[src/assert_macros.svh]
// Assertion helpers, sampled on clk and held off while rst is high.
`ifndef ASSERT_MACROS_SVH
`define ASSERT_MACROS_SVH

// expression must hold at every edge
`define LBED_ASSERT_ALWAYS(label, expr, msg) \
  label: assert property (@(posedge clk) disable iff (rst) (expr)) else $error(msg);

// same-cycle implication
`define LBED_ASSERT_IMPLY(label, ante, cons, msg) \
  label: assert property (@(posedge clk) disable iff (rst) (ante) |-> (cons)) else $error(msg);

// next-cycle implication
`define LBED_ASSERT_NEXT(label, ante, cons, msg) \
  label: assert property (@(posedge clk) disable iff (rst) (ante) |=> (cons)) else $error(msg);

`endif

[src/lbed_pkg.sv]
package lbed_pkg;

  localparam int PIX_W     = 8;
  localparam int HALF_W    = 5;
  localparam int CFG_IDX_W = 1;
  localparam int CFG_W     = HALF_W;

  localparam logic [PIX_W-1:0]     PIX_MAX     = 8'hFF;
  localparam logic [PIX_W-1:0]     PIX_MIN     = 8'h00;
  localparam logic [HALF_W-1:0]    HALF_RESET  = 5'd8;

  localparam logic [CFG_IDX_W-1:0] REG_HALF_LENGTH = 1'd0;
  localparam logic [CFG_IDX_W-1:0] REG_DILATE_MODE = 1'd1;

  // control travelling with a word from the window stage to the result stage
  typedef struct packed {
    logic valid;
    logic produce;
    logic last;
  } stage_t;

  // min (erode) or max (dilate) of two pixels
  function automatic logic [PIX_W-1:0] lbed_pick(input logic [PIX_W-1:0] a,
                                                 input logic [PIX_W-1:0] b,
                                                 input logic             dil);
    logic a_gt;
    a_gt = (a > b);
    if (dil) begin
      return a_gt ? a : b;
    end else begin
      return a_gt ? b : a;
    end
  endfunction

endpackage

[src/lbed_window.sv]
module lbed_window #(
  parameter int Depth = 33,
  parameter int LenW  = 6
) (
  input  logic                                clk,
  input  logic                                rst,
  input  logic                                accept,
  input  logic                                advance,
  input  logic [lbed_pkg::PIX_W-1:0]          pixel,
  input  logic                                line_end,
  input  logic [LenW-1:0]                     len,
  output logic [Depth-1:0][lbed_pkg::PIX_W-1:0] window,
  output logic [LenW-1:0]                     fill,
  output lbed_pkg::stage_t                    stage
);
  import lbed_pkg::*;

  logic [LenW-1:0] fill_inc;
  logic [LenW-1:0] fill_next;

  assign fill_inc  = (fill == LenW'(Depth)) ? fill : fill + LenW'(1);
  assign fill_next = line_end ? '0 : fill_inc;

  // tap shift line, entry 0 newest
  always_ff @(posedge clk) begin
    if (accept) begin
      window <= {window[Depth-2:0], pixel};
    end
  end

  always_ff @(posedge clk) begin
    if (rst) begin
      fill  <= '0;
      stage <= '0;
    end else if (accept) begin
      fill          <= fill_next;
      stage.valid   <= 1'b1;
      stage.produce <= (fill_inc >= len);
      stage.last    <= line_end;
    end else if (advance) begin
      stage.valid <= 1'b0;
    end
  end

endmodule

[src/lbed_reduce.sv]
module lbed_reduce #(
  parameter int Depth = 33,
  parameter int LenW  = 6
) (
  input  logic                                  clk,
  input  logic                                  rst,
  input  logic [Depth-1:0][lbed_pkg::PIX_W-1:0] window,
  input  lbed_pkg::stage_t                      stage,
  input  logic [LenW-1:0]                       len,
  input  logic                                  dilate_mode,
  input  logic                                  out_stall,
  output logic                                  out_valid,
  output logic [lbed_pkg::PIX_W-1:0]            filtered_value,
  output logic                                  last_of_line,
  output logic                                  slot_free
);
  import lbed_pkg::*;

  localparam int Leaves = 2 ** $clog2(Depth);

  logic [PIX_W-1:0] neutral;
  logic [PIX_W-1:0] node [2*Leaves-1];
  logic             load;

  assign neutral = dilate_mode ? PIX_MIN : PIX_MAX;

  // leaves: taps beyond the bar length drop out as the neutral value
  for (genvar i = 0; i < Leaves; i++) begin : g_leaf
    if (i < Depth) begin : g_tap
      assign node[Leaves-1+i] = (LenW'(i) < len) ? window[i] : neutral;
    end else begin : g_pad
      assign node[Leaves-1+i] = neutral;
    end
  end

  // heap-ordered compare tree, root at node 0
  for (genvar k = 0; k < Leaves - 1; k++) begin : g_node
    assign node[k] = lbed_pick(node[2*k+1], node[2*k+2], dilate_mode);
  end

  assign slot_free = !out_valid || !out_stall;
  assign load      = stage.valid && stage.produce && slot_free;

  always_ff @(posedge clk) begin
    if (rst) begin
      out_valid <= 1'b0;
    end else if (load) begin
      out_valid <= 1'b1;
    end else if (!out_stall) begin
      out_valid <= 1'b0;
    end
  end

  always_ff @(posedge clk) begin
    if (load) begin
      filtered_value <= node[0];
      last_of_line   <= stage.last;
    end
  end

endmodule

[src/line_bar_erode_dilate_core.sv]
// Grayscale erode / dilate along a scan line with a bar of 2*H+1 pixels.
// Input channel: in_valid / in_stall carry one pixel word, line_end marking
//   the last pixel of the line (margins included in the stream).
// Output channel: out_valid / out_stall carry filtered_value (window min when
//   eroding, max when dilating) and last_of_line.
// Config: cfg_we writes cfg_data into register cfg_index (0 half_length,
//   1 dilate_mode); the user writes only while the block is idle, which the block
//   does not enforce. Other indexes ignored. Throughput: one word per cycle while
//   the output is not stalled; each word passes the window stage register, a
//   compare tree of depth ceil(log2(2*MAX_HALF_LENGTH+1)) and the output register.
// No result until 2*H+1 pixels of the line are held; line_end restarts the fill.
// Reset: fill count and all valids cleared, half_length 8, erode mode. The
//   pixel taps carry no reset, only filled taps are ever selected.
// Stall: the output register holds; words keep entering the window stage until
//   it holds one that owes a result, and in_stall is high while that word waits.
`include "assert_macros.svh"

module line_bar_erode_dilate_core #(
  parameter int MAX_HALF_LENGTH = 16
) (
  input  logic                             clk,
  input  logic                             rst,
  input  logic                             cfg_we,
  input  logic [lbed_pkg::CFG_IDX_W-1:0]   cfg_index,
  input  logic [lbed_pkg::CFG_W-1:0]       cfg_data,
  input  logic                             in_valid,
  output logic                             in_stall,
  input  logic [lbed_pkg::PIX_W-1:0]       pixel,
  input  logic                             line_end,
  output logic                             out_valid,
  input  logic                             out_stall,
  output logic [lbed_pkg::PIX_W-1:0]       filtered_value,
  output logic                             last_of_line
);
  import lbed_pkg::*;

  localparam int Depth = 2 * MAX_HALF_LENGTH + 1;
  localparam int LenW  = $clog2(Depth + 1);

  // config registers
  logic [HALF_W-1:0] half_length;
  logic              dilate_mode;

  logic [LenW-2:0]   eff_half;
  logic [LenW-1:0]   len;

  logic [Depth-1:0][PIX_W-1:0] window;
  logic [LenW-1:0]   fill;
  stage_t            stage;
  logic              slot_free;
  logic              s1_free;
  logic              accept;

  always_ff @(posedge clk) begin
    if (rst) begin
      half_length <= HALF_RESET;
      dilate_mode <= 1'b0;
    end else if (cfg_we) begin
      case (cfg_index)
        REG_HALF_LENGTH: half_length <= cfg_data;
        REG_DILATE_MODE: dilate_mode <= cfg_data[0];
        default: ;
      endcase
    end
  end

  // half length saturates at the build maximum
  always_comb begin
    if (32'(half_length) > 32'(MAX_HALF_LENGTH)) begin
      eff_half = (LenW-1)'(MAX_HALF_LENGTH);
    end else begin
      eff_half = (LenW-1)'(half_length);
    end
  end
  assign len = {eff_half, 1'b1};

  // window stage may move on if it is empty, owes nothing, or the output slot frees
  assign s1_free  = !stage.valid || !stage.produce || slot_free;
  assign in_stall = !s1_free;
  assign accept   = in_valid && !in_stall;

  lbed_window #(
    .Depth (Depth),
    .LenW  (LenW)
  ) u_window (
    .clk      (clk),
    .rst      (rst),
    .accept   (accept),
    .advance  (s1_free),
    .pixel    (pixel),
    .line_end (line_end),
    .len      (len),
    .window   (window),
    .fill     (fill),
    .stage    (stage)
  );

  lbed_reduce #(
    .Depth (Depth),
    .LenW  (LenW)
  ) u_reduce (
    .clk            (clk),
    .rst            (rst),
    .window         (window),
    .stage          (stage),
    .len            (len),
    .dilate_mode    (dilate_mode),
    .out_stall      (out_stall),
    .out_valid      (out_valid),
    .filtered_value (filtered_value),
    .last_of_line   (last_of_line),
    .slot_free      (slot_free)
  );

  `LBED_ASSERT_ALWAYS(a_fill_bound, fill <= LenW'(Depth), "fill count beyond window depth")
  `LBED_ASSERT_IMPLY(a_stall_cause, in_stall, stage.valid && stage.produce && out_valid && out_stall, "input stalled without a blocked result")
  `LBED_ASSERT_NEXT(a_line_clear, accept && line_end, fill == '0, "line end did not clear fill")
  `LBED_ASSERT_IMPLY(a_out_source, $rose(out_valid), $past(stage.valid && stage.produce), "result without a producing word")

endmodule
[config.mk]
export PLATFORM = sky130hd
export DESIGN_NAME = line_bar_erode_dilate_core
export DESIGN_NICKNAME = d
export VERILOG_FILES = /design/src/lbed_pkg.sv /design/src/lbed_window.sv /design/src/lbed_reduce.sv /design/src/line_bar_erode_dilate_core.sv
export VERILOG_INCLUDE_DIRS = /design/src /design/src/src
export SDC_FILE = /design/constraint.sdc
export NUM_CORES = 1
export LEC_CHECK = 0
export BUFFER_PORTS_ARGS = -buffer_cell sky130_fd_sc_hd__buf_2
export CAP_MARGIN = 30
export CORE_UTILIZATION = 33
export DETAILED_ROUTE_END_ITERATION = 8
export SYNTH_ARGS = -nofsm -noshare
export SYNTH_HDL_FRONTEND = slang
export SYNTH_SLANG_ARGS = --single-unit
[constraint.sdc]
create_clock -name clk -period 16.2 [get_ports clk]
set_input_delay 2.43 -clock clk [delete_from_list [all_inputs] [get_ports clk]]
set_output_delay 2.43 -clock clk [all_outputs]
set_load 0.02 [all_outputs]
==> flow_summary.yaml <==
setup_path:
  worstSetupEndpointType: "register"
  required_ps: 16500
  slowest_stage: "or4_1"
  worst-path-max-fanout: 18
  crit_type: "reg2reg"
  crit_path_start_kind: "register"
  slowest_delay_ps: 910
  crit_arrival_ps: 15270
final_layout:
  drive_gt1_frac: 0.0903
  area_delta_synth_final_pct: 10.2
  diodes: 0
  num-fill-cells: 6926
  nets: 2754
  final_cell_area_um2: 25700
cts:
  clk_latency_ps: 570
  clockBufferDepth: 3
  cts_max_level: 2
  holdBufCountCts: 0
  clk_pin_slew_worst_paths_ps: 60
  clkSinkCount: 289
  cts_root_buf: "clkbuf_16"
  cts_tree: "yes"
  cts_buffers: 36
synth:
  ys_warn_count: 0
  synth_top_area_cell: "edfxtp_1"
  synth.area.mux_share: 0.0804
  ys_seq_area_frac: 0.365
  synth_top_family_by_area: "compound AO/OA/AOI/OAI gates"
  synth_edf_count: 273
  synthArstFlopShare: 0
  synth_seq_cells: 289
  ys_top_cells_by_area: "edfxtp_1 35%, ha_1 15%, a21oi_1 7.4%"
  yosys.area_share.simple: 0.115
  synth_fa_ha_area_frac: 0.157
  syn_avg_cell_area_um2: 9.51
  syn_area_um2: 23300
  netlist.area_leader.share: 0.351
  synth_cell_types: 93
  ys.flop_type: "edfxtp_1"
  synthesis.instances: 2454
  synth_compound_area_frac: 0.212
  syn-num-nets: 2762
  synthXorXnorAreaFrac: 0.0183
placed_design:
  post-dp-hpwl_um: 47400
  dp_slack_ps: 924
  portBuffers: 30
  dpl-instance-area_um2: 24500
  place_congestion: 0.920
sta:
  fmax_mhz: 66.8
  hold_viol: 0
  slew_viol_final: 0
  fin_crit_sh: 0.924
  rsz0062_at_grt: "no"
  max_slew_margin: 0.285
  clock_skew_ps: 47.3
  post-route-min-period_ps: 14970
  fin_setup_tns_ps: 0
  worst_slack_ps: 1230
  tightestPinTransition_ps: 1070
  setup_viol: 0
hold_path:
  hp-class: "reg2reg"
global_route:
  grt_overflow: 0
  grt_usage: 0.173
  grt_max_degree: 134
  grt_pass1_vias: 18400
  grt_pass1_wl_um: 98400
  antenna_found_initial: 0
routing:
  initialDrtViolationCount: 1416
  drcViolationCount: 0
  avgViaCountPerCell: 5.51
  dr.pass1.iters: 8
  ant_nets: 0
  wl_per_cell_um: 18.4
  routed_wl_um: 62900
  num_vias: 18800
floorplan:
  die_area_um2: 71800
  fp.dieH_um: 268
  initial_core_util: 0.333
  fp.dieW_um: 268
  core_um2: 70000
  pin_count: 31
  rows: 97
status:
  status: "complete, no violations"
flow_run:
  cap_violations: 0
[synthesized netlist by cell type, types with 10 or more instances]
cell type and instances:
nand4_1 41, inv_1 202, nor3_1 41, and2_1 16, nand3_1 41, o22ai_1 27
o221ai_1 12, o21a_1 27, o21ai_1 11, and3_1 16, o21ai_0 109, nand2_1 130
dfxtp_1 16, mux2_2 51, ha_1 288, a211oi_1 21, nor2_1 156, o31ai_1 11
buf_1 10, buf_2 21, a21o_1 106, nor2b_1 43, edfxtp_1 273, mux2i_1 114
a21oi_1 347, nand2b_1 17, xnor2_1 31, a22oi_1 17, clkbuf_1 73
[sequential cells by signal (all words and copies together) (netlist names)]
signal and count:
u_window.stage 3, u_reduce.out_valid 1, u_reduce.last_of_line 1, half_length 5, u_window.window 264, u_reduce.filtered_value 8
u_window.fill 6, dilate_mode 1
[layout by cell type (no fill, tap or decap), types with 17 or more instances in the layout]
master / synthesis / routed
mux2i_1: 114 / 114
nand4_1: 41 / 41
nor3_1: 41 / 41
o21ai_0: 109 / 109
edfxtp_1: 273 / 273
o21a_1: 27 / 27
buf_4: 2 / 31
mux2_2: 51 / 51
nand2_1: 130 / 130
a21o_1: 106 / 106
inv_1: 202 / 200
nor2b_1: 43 / 43
nor2_1: 156 / 154
nand3_1: 41 / 41
o22ai_1: 27 / 27
ha_1: 288 / 288
nand2b_1: 17 / 17
clkbuf_16: 0 / 36
a211oi_1: 21 / 21
xnor2_1: 31 / 29
a22oi_1: 17 / 17
a21oi_1: 347 / 346
buf_2: 21 / 30
[cells by family (layout without fill, tap and decap cells)]
family | Yosys count | after routing
flip-flops | 289 | 289
multiplexers | 173 | 173
buffers and inverters | 313 | 329
AND/OR/NAND/NOR | 553 | 553
XOR/XNOR | 41 | 41
AO/OA/AOI/OAI | 792 | 792
adder cells (fa/ha/maj) | 293 | 293
[layout make-up]
| type | instances | area (µm²) | share of cell area |
|---|---|---|---|
| Multi-Input combinational cell | 1852 | 13600 | 0.530 |
| Inverter | 204 | 773 | 0.0300 |
| Clock buffer | 46 | 968 | 0.0376 |
| Sequential cell | 289 | 8520 | 0.331 |
| Tap cell | 940 | 1180 | 0.0457 |
| Clock inverter | 16 | 248 | 0.00963 |
| Timing Repair Buffer | 63 | 414 | 0.0161 |
[metrics by stage]
step	utilization	cells	hold slack, ps
3_5_place_dp	0.350	3348	420
3_3_place_gp	0.349	3342	420
4_1_cts	0.367	3410	434
6_report	0.367	3410	432
2_1_floorplan	-	2454	408
5_1_grt	0.367	3410	443
[path summary, 6_finish.rpt]
check                                                     from                                   end  slack (ps)  cells after the start
worst max-delay path               half_length[2]$_SDFFE_PP0P_  u_reduce.filtered_value[0]$_DFFE_PP_        1230                     64
worst min-delay path            u_window.stage[0]$_SDFFE_PP0P_       u_reduce.last_of_line$_DFFE_PP_         430                      0
worst max register to register     half_length[2]$_SDFFE_PP0P_  u_reduce.filtered_value[0]$_DFFE_PP_        1230                     64
worst min register to register  u_window.stage[0]$_SDFFE_PP0P_       u_reduce.last_of_line$_DFFE_PP_         430                      0
[per-layer routing]
layer / track usage / wire length [µm] / up-vias
met5: 0 / 0 / -
met4: 0.0704 / 2150 / 0
met3: 0.0271 / 3280 / 119
met2: 0.285 / 29400 / 541
met1: 0.224 / 28000 / 9021
li1: - / - / 9125
[worst max-delay path, delay by kind of cell, from the launching register on]
kind / cells / cell delay, ps
AO/OA/AOI/OAI: 32 / 4610
XOR/XNOR: 6 / 2810
AND/OR/NAND/NOR: 11 / 2710
adder cells (fa/ha/maj): 6 / 1940
buffers and inverters: 6 / 1140
multiplexers: 3 / 1000
flip-flops: 1 / 470
[repair_timing]
item                       4_1_cts  5_1_grt
resized for setup                0        5
buffers inserted                 0        0
setup endpoints to repair        0        8
Power is not shown: default switching activity piles up to over one toggle a cycle in this logic, so the estimate is an artifact.
